## src/hdl/wrst_pkg.sv

```systemverilog
`timescale 1ns / 1ps
`default_nettype none
package wrst_pkg;
   localparam int MaxServersDefault = 128;
   localparam int IdW = 64;
   localparam int WtW = 32;
   localparam int SumW = 39;
   localparam int AttW = 8;
   localparam int CntW = 8;
   localparam int SlotW = 7;

   typedef enum logic [1:0] {
      MODE_ADD = 2'd0,
      MODE_REMOVE = 2'd1,
      MODE_SELECT = 2'd2,
      MODE_NONE = 2'd3
   } mode_type;

   typedef enum logic [2:0] {
      ST_OK = 3'd0,
      ST_BAD_WEIGHT = 3'd1,
      ST_DUPLICATE = 3'd2,
      ST_FULL = 3'd3,
      ST_NOT_FOUND = 3'd4,
      ST_EMPTY = 3'd5,
      ST_DRAW_LARGE = 3'd6
   } status_type;

   // command broadcast to every cell in the chain
   typedef struct packed {
      logic                 write_tail;  // append at tail index
      logic                 do_remove;   // move last into found slot, adjust sums
      logic [IdW-1:0]       new_id;
      logic [WtW-1:0]       new_weight;
      logic [SumW-1:0]      new_sum;
      logic [SumW-1:0]      diff;
   } cell_cmd_type;
endpackage
`default_nettype wire

```

## src/hdl/wrst_cell.sv

```systemverilog
`timescale 1ns / 1ps
`default_nettype none
module wrst_cell
   import wrst_pkg::*;
#(
   parameter int IdxW = 7
) (
   input  wire logic              clock,
   input  wire logic [IdxW-1:0]   index,
   input  wire logic [IdxW:0]     count,
   input  wire logic [IdxW-1:0]   found_slot,
   input  wire logic [IdxW-1:0]   last_slot,
   input  wire cell_cmd_type      cmd,
   input  wire logic [IdW-1:0]    last_id,
   input  wire logic [WtW-1:0]    last_weight,
   input  wire logic [IdW-1:0]    probe_id,
   input  wire logic [SumW-1:0]   probe_draw,
   output logic                   id_match,
   output logic                   sum_le,
   output logic [IdW-1:0]         id_out,
   output logic [WtW-1:0]         weight_out
);
   logic [IdW-1:0]  id_ff, id_in;
   logic [WtW-1:0]  wt_ff, wt_in;
   logic [SumW-1:0] sum_ff, sum_in;
   logic            live;

   assign live       = ({1'b0, index} < count);
   assign id_match   = live && (id_ff == probe_id);
   assign sum_le     = live && (sum_ff <= probe_draw);
   assign id_out     = id_ff;
   assign weight_out = wt_ff;

   always_comb begin
      id_in  = id_ff;
      wt_in  = wt_ff;
      sum_in = sum_ff;
      if (cmd.write_tail && index == count[IdxW-1:0]) begin
         id_in  = cmd.new_id;
         wt_in  = cmd.new_weight;
         sum_in = cmd.new_sum;
      end
      if (cmd.do_remove) begin
         if (index == found_slot) begin
            id_in = last_id;
            wt_in = last_weight;
         end
         if (index >= found_slot && index < last_slot) begin
            sum_in = sum_ff + cmd.diff;
         end
      end
   end

   always_ff @(posedge clock) begin
      id_ff  <= id_in;
      wt_ff  <= wt_in;
      sum_ff <= sum_in;
   end
endmodule
`default_nettype wire

```

## config.mk

```make
export PLATFORM = sky130hd
export DESIGN_NAME = wrst_cell
export DESIGN_NICKNAME = d
export VERILOG_FILES = /design/src/hdl/wrst_pkg.sv /design/src/hdl/wrst_cell.sv
export SDC_FILE = /design/constraint.sdc
export NUM_CORES = 1
export LEC_CHECK = 0
export BUFFER_PORTS_ARGS = -buffer_cell sky130_fd_sc_hd__buf_4
export CAP_MARGIN = 30
export CORE_ASPECT_RATIO = 1.25
export CORE_MARGIN = 2
export CORE_UTILIZATION = 25
export CTS_CLUSTER_DIAMETER = 100
export DETAILED_ROUTE_END_ITERATION = 7
export SYNTH_ARGS = -nofsm -noshare
export SYNTH_HDL_FRONTEND = slang
export SYNTH_SLANG_ARGS = --single-unit
```

## constraint.sdc

```tcl
create_clock -name clock -period 4.45 [get_ports clock]
set_clock_uncertainty 0.1 [all_clocks]
set_input_delay 1.1125 -clock clock [delete_from_list [all_inputs] [get_ports clock]]
set_output_delay 1.1125 -clock clock [all_outputs]
set_load 0.02 [all_outputs]
```

# After elaboration in Yosys (flattened, before gate mapping)

Index checks and enable logic that the tools add are counted.

Flip-flop bits (word level): 135
Input port bits: 405
Output and inout bits: 98

Add/subtract/negate cells: 1
Order comparisons: 4
Equal/unequal tests: 3
Multiplexer cells: 9
Reduce and logical (&&, ||, !) cells: 4

Operators with widths:

| kind                                                  | number |
|---|---|
| 64-bit two-way mux                                    | 3 |
| 39-bit two-way mux                                    | 3 |
| 32-bit two-way mux                                    | 3 |
| 64-bit == test                                        | 1 |
| 39-bit adder                                          | 1 |
| 39-bit <= comparator                                  | 1 |
| 7-bit == test                                         | 2 |
| 7-bit by 8-bit less-than comparator with 1-bit output | 1 |
| 7-bit greater-or-equal comparator                     | 1 |
| 7-bit less-than comparator                            | 1 |
| 1-bit logical AND                                     | 4 |

# Depth between registers and ports, before layout

Gate-level depths: netlist (run 1).

Depth after elaboration: 5
Gate-level depth with buffers: 14
Mapped depth without buffers: 12

# Worst setup path before layout (run 1)

Ideal clock, no wire load.

Path type: input to output
Start: in probe_draw[16]
End: out sum_le
Arrival: 3.072 ns
Required time: 3.238 ns
Setup slack: 0.165 ns
Stages on the path: 11
Path buffers: 0
Cell sequence: inv_1 ha_1 a21o_1 a21o_1 a21o_1 a21o_1 a21o_1 a21oi_1 o21ai_0 a221o_1 a21oi_1

Word-level cells in the longest chain between the ends: 2

RTL lines:

| element              | line            | text |
|---|---|---|
| start: declaration   | wrst_cell.sv:17 | `input wire logic [SumW-1:0] probe_draw,` |
| 39-bit <= comparator | wrst_cell.sv:30 | `assign sum_le = live && (sum_ff <= probe_draw);` |
| 1-bit logical AND    | wrst_cell.sv:30 |  |
| end: declaration     | wrst_cell.sv:19 | `output logic sum_le,` |

No other way between the ends.

# Worst setup path in the final report (run 1)

Start: in probe_draw[12]
End: out sum_le

The elaborated chain is that of the path after synthesis.

==> flow_metrics.tcl, run 1 <==
set metrics [dict create \
    wl_per_cell_microns 20.44 \
    synth_edf_count 0 \
    tightest_slew_ps 580.2 \
    path_class "in2out" \
    fin_crit_ps 4363 \
    clk_latency_ps 440 \
    via_per_inst 4.824 \
    cp_cell_sequence "buf_4 > inv_1 > ha_1 > a21o_1 > a21o_1 > a21oi_1 > o21ai_0 > a211oi_2 > o21ai_2 > a221o_1 > a21oi_2 > buf_6" \
    wirelength_mm 44.51 \
    relSlewSlack_pct 61.32 \
    postSynth.asyncResetShare_pct 0 \
    synth_compound_area_share_pct 19.67 \
    grt_pass1_wl_mm 64.05 \
    fin_crit_sh_pct 98.05 \
    max_freq_ghz 0.2292 \
    cp_common_cell "a21o_1" \
    setup_tns_ps 0 \
    die_h_microns 225.0 \
    cp.arrival_ps 3150 \
    final_common_cell "buf_4" \
    syn-cell-area_sq_um 9772 \
    synth_top_family_by_area "compound AO/OA/AOI/OAI gates" \
    avgSynthCellArea_sq_um 8.309 \
    drive_gt1_share_pct 34.39 \
    overflow 0 \
    ys_ff_latch 135 \
    synth_cell_type_count 64 \
    synth_cells 1176 \
    core_area_sq_um 38820 \
    cts_sinks 135 \
    htreeDepth 4 \
    post-place-ws_ps -71.37 \
    gp_congestion 0.9216 \
    antenna_found_initial 13 \
    num_rows 81 \
    track_usage_pct 21.09 \
    drc_errors 0 \
    setup_viol 0 \
    cts_tree "yes" \
    synth_ff_type "dfxtp_1" \
    drv_slew 0 \
    cellPowerDensity_nw_per_um2 539.2 \
    grt_max_degree 60 \
    highest_layer "met5" \
    cap_violations 0 \
    final_area_sq_um 14820 \
    yosysWarnings 0 \
    layout_setup_ws_ps 86.84 \
    area_growth_pct 51.63 \
    p_leak_nw 6.916 \
    grt_pass1_vias 10530 \
    mostFrequentLayoutCells "514 x buf_4, 146 x a21oi_1, 135 x dfxtp_1" \
    wl_met2_mm 22.79 \
    synth_xor_area_share_pct 7.977 \
    slowest_delay_ps 310 \
    ant_nets 0 \
    synthMuxAreaShare_pct 12.92 \
    hold_path.class "reg2reg" \
    port_buffers 502 \
    routed-wl-met3_mm 4.178 \
    critPathCaptureType "output port" \
    cts_made_buffers 17 \
    cp.required_ps 3240 \
    peakVddDrop_mv 0.2571 \
    clockBufferDepth 2 \
    nets 2165 \
    die-area_sq_um 40700 \
    drt_pass1_iterations 4 \
    clk_pin_slew_worst_paths_ps 70 \
    drt_iter0_markers 429 \
    root_buffer "clkbuf_16" \
    report.final.hold_viol_count 0 \
    status "completed" \
    yosys.area_share.simple_pct 14.37 \
    drt-met1-wl_mm 16.52 \
    place_area_sq_um 14180 \
    ios 503 \
    crit_slowest_cell "a221o_1" \
    start_util_pct 25.17 \
    die_w_microns 180.8 \
    synthesis.nets 1679 \
    rsz0062_at_grt "false" \
    seq_area_frac_synth_pct 27.66 \
    cp_max_fo 2 \
    routed-via-count 10500 \
    synthAdderAreaFrac_pct 12.62 \
    critPathLaunchType "primary input" \
    dp_hpwl_mm 37.84 \
]
area by class of cell:
cell class              instances  area, sq um
clock buffers                  18        439.2
fillers                      4026        24000
clock inverters                14        152.6
inverters                      71        266.5
flip-flops and latches        135         2703
diodes                          4        10.01
well taps                     498        623.1
multi-input cells             917         6653
repair buffers                520         3970
critical path: cells and delay by family:
kind,cells,cell delay (ps)
AOI/OAI and AO/OA,8,1480
adders and majority gates,1,300
buffers and inverters,3,250
stage by stage:
stage,instances,power (mW),utilization [%],hold WS (ps)
after floorplan,1176,4.796,-,426.7
after global placement,2141,6.420,36.52,424.5
after detailed placement,2141,6.488,36.52,429.6
after CTS,2173,8.046,38.07,439.9
after global routing,2174,8.542,38.15,465.6
final,2177,7.989,38.17,436.4
final timing paths:
| kind | startpoint | to | slack, ps | cells after the start |
|---|---|---|---|---|
| max | probe_draw[12] | sum_le | 90 | 12 |
| min | weight_out[9] | weight_out[9] | 440 | 2 |
| max reg2reg | sum_ff[0] | sum_ff[38] | 890 | 12 |
| min reg2reg | weight_out[9] | weight_out[9] | 440 | 2 |
cell usage after synthesis (2+ instances only):
| master | count | area [sq um] |
|---|---|---|
| a2111oi_0 | 2 | 17.52 |
| a211oi_1 | 14 | 105.1 |
| a21o_1 | 43 | 322.8 |
| a21oi_1 | 148 | 740.7 |
| a221o_1 | 4 | 40.04 |
| a2bb2oi_1 | 2 | 17.52 |
| a31o_2 | 2 | 17.52 |
| a31oi_1 | 2 | 12.51 |
| and2_1 | 2 | 12.51 |
| and3_1 | 7 | 43.79 |
| and4_1 | 2 | 17.52 |
| buf_1 | 9 | 33.78 |
| buf_2 | 2 | 10.01 |
| clkbuf_1 | 42 | 157.7 |
| dfxtp_1 | 135 | 2703 |
| ha_1 | 97 | 1214 |
| inv_1 | 71 | 266.5 |
| mux2i_1 | 125 | 1251 |
| nand2_1 | 40 | 150.1 |
| nand2b_1 | 10 | 62.56 |
| nand3_1 | 13 | 65.06 |
| nand3b_1 | 2 | 15.01 |
| nand4_1 | 37 | 231.5 |
| nor2_1 | 129 | 484.2 |
| nor2b_1 | 22 | 137.6 |
| nor3_1 | 11 | 55.05 |
| nor3b_1 | 3 | 22.52 |
| nor4_1 | 7 | 43.79 |
| o211ai_1 | 6 | 45.04 |
| o21a_1 | 16 | 120.1 |
| o21ai_0 | 42 | 210.2 |
| o21ai_1 | 2 | 10.01 |
| o21bai_1 | 5 | 37.54 |
| o22ai_1 | 2 | 12.51 |
| o311a_1 | 3 | 30.03 |
| or2_2 | 2 | 12.51 |
| xnor2_1 | 75 | 656.9 |
| xor2_1 | 14 | 122.6 |
routing by layer:
metal | vias up | track usage, %
li1 | 5180 | -
met1 | 4856 | 22.86
met2 | 384 | 38.76
met3 | 63 | 6.981
met4 | 18 | 6.191
met5 | - | 0
timing repair:
item                                    CTS  global route
hold endpoints to repair                  0             0
endpoints found under the setup margin    1             2
pin swaps                                 0             1
buffers inserted                          0             0
resized for setup                         4             6
gates cloned                              0             0
hold buffers                              0             0
logic make-up after synthesis:
family | count (synthesis)
fa+ha+maj | 98
mux | 126
xor+xnor | 89
flops | 135
compound gates | 311
simple gates | 293
buf+inv | 124
power breakdown:
part / internal [mW] / total, mW / switching [mW]
combinational: 2.02 / 4.21 / 2.20
clock: 0.811 / 1.50 / 0.689
sequential: 1.71 / 2.28 / 0.562
sequential cells by signal, summed over array words and instances (netlist names):
name        cells
id_out         64
sum_ff         39
weight_out     32
No activity file was read; power rests on OpenSTA's default activity.
==> run 2, diff against run 1 <==
==> constraint.sdc (replaced) <==
create_clock -name clock -period 4.5 [get_ports clock]
set_clock_uncertainty 0.1 [all_clocks]
set_input_delay 1.125 -clock clock [delete_from_list [all_inputs] [get_ports clock]]
set_output_delay 1.125 -clock clock [all_outputs]
set_load 0.02 [all_outputs]
==> flow_metrics.tcl, run 2 (synthesis results as in run 1) <==
set metrics [dict create \
    status "completed" \
    critPathCaptureType "output port" \
    final_common_cell "buf_4" \
    clock_power_share_pct 18.5 \
    track_usage_pct 21.13 \
    grt_max_degree 79 \
    switching_share_pct 42.99 \
    rr_worst_depth 12 \
    area_growth_pct 51.48 \
    clk_pin_slew_worst_paths_ps 60 \
    tightest_slew_ps 793.4 \
    nets 2163 \
    ant_nets 0 \
    mostFrequentLayoutCells "513 x buf_4, 146 x a21oi_1, 135 x dfxtp_1" \
    gp_congestion 0.9061 \
    overflow 0 \
    reg2reg_from "sum_ff[0]" \
    p_int_mw 4.488 \
    routed-wl-met3_mm 3.903 \
    port_buffers 502 \
    pwr-share-seq_pct 28.7 \
    fin_crit_ps 4404 \
    dp_hpwl_mm 37.89 \
    drt_iter0_markers 384 \
    clk_latency_ps 440 \
    clockBufferDepth 2 \
    max_freq_ghz 0.2271 \
    cts_made_buffers 17 \
    via_per_inst 4.813 \
    layout_setup_ws_ps 95.78 \
    highest_layer "met5" \
    cts_tree "yes" \
    peakVddDrop_mv 0.3050 \
    crit_start "probe_draw[16]" \
    wl_met2_mm 22.97 \
    hold_depth 2 \
    cp_max_fo 2 \
    comb_power_share_pct 52.8 \
    holdWs_ps 440.9 \
    die_h_microns 225.0 \
    grt_pass1_vias 10350 \
    fin_crit_sh_pct 97.87 \
    antenna_found_initial 13 \
    setup_tns_ps 0 \
    ios 503 \
    largest_register_ffs 64 \
    cap_violations 0 \
    cp.required_ps 3270 \
    relSlewSlack_pct 47.11 \
    num_rows 81 \
    path_class "in2out" \
    die-area_sq_um 40700 \
    p_leak_nw 6.907 \
    post-place-ws_ps -43.81 \
    final_area_sq_um 14800 \
    drive_gt1_share_pct 34.19 \
    drc_errors 0 \
    root_buffer "clkbuf_16" \
    drt_pass1_iterations 4 \
    start_util_pct 25.17 \
    cts_sinks 135 \
    die_w_microns 180.8 \
    drt-met1-wl_mm 16.79 \
    drv_slew 0 \
    wirelength_mm 44.67 \
    grt_pass1_wl_mm 63.82 \
    hold_buffers 0 \
    wl_per_cell_microns 20.50 \
    min_to "weight_out[8]" \
    reg2reg_slack_ps 930 \
    report.final.hold_viol_count 0 \
    cellPowerDensity_nw_per_um2 531.7 \
    r2r_end "sum_ff[38]" \
    place_area_sq_um 14160 \
    hold_path.class "reg2reg" \
    power.switching_mw 3.383 \
    critPathLaunchType "primary input" \
    holdCritStartpoint "weight_out[8]" \
    setup_viol 0 \
    core_area_sq_um 38820 \
    fin_util_pct 38.14 \
    cp.arrival_ps 3180 \
    routed-via-count 10490 \
    htreeDepth 4 \
]
[run 2: power by group through the flow]
stage,Clock [mW],Combinational (mW),Sequential (mW)
final,1.46,4.16,2.26
after global routing,1.54,4.57,2.30
after CTS,1.50,4.15,2.26
after detailed placement,0,4.13,2.28
after global placement,0,4.06,2.27
after floorplan,0,2.32,2.43
[run 2: cell type report]
class                           instances  area (sq um)
Inverter                               71         266.5
Sequential cell                       135          2703
Antenna cell                            8         20.02
Multi-Input combinational cell        917          6648
Timing Repair Buffer                  518          3951
Tap cell                              498         623.1
Clock inverter                         14         152.6
Fill cell                            4036         24010
Clock buffer                           18         439.2
[run 2: through the flow]
stage          power, mW  instances
3_3_place_gp       6.331       2139
2_1_floorplan      4.743       1176
6_report           7.871       2179
3_5_place_dp       6.402       2139
5_1_grt            8.412       2175
4_1_cts            7.908       2171
[run 2: worst max path at each step]
stage                        end  slack, ps  cells after the start
after floorplan           sum_le        190                     11
after global placement    sum_le        -50                     13
final                     sum_le        100                     13
after detailed placement  sum_le        -40                     13
after global routing      sum_le        -30                     13
after CTS                 sum_le         10                     13
[run 2: worst max-delay path, cell delays in order]
cell	delay (ps)
buf_4	110
inv_1	90
ha_4	210
a21o_1	150
a21o_1	160
a21o_1	170
a21o_1	170
a21o_1	180
a21oi_2	140
o21ai_2	80
a221o_1	310
a21oi_2	130
buf_4	150
[run 2: routing by layer]
layer | vias up | global-route usage (%)
li1 | 5172 | -
met1 | 4876 | 23.06
met2 | 384 | 38.53
met3 | 46 | 7.014
met4 | 10 | 6.400
met5 | - | 0
[run 2: what timing repair did]
action | 4_1_cts | 5_1_grt
pin swaps | 0 | 1
gates resized for setup | 2 | 5
setup buffers | 0 | 0
gates cloned | 0 | 0
endpoints found under the setup margin | 1 | 1
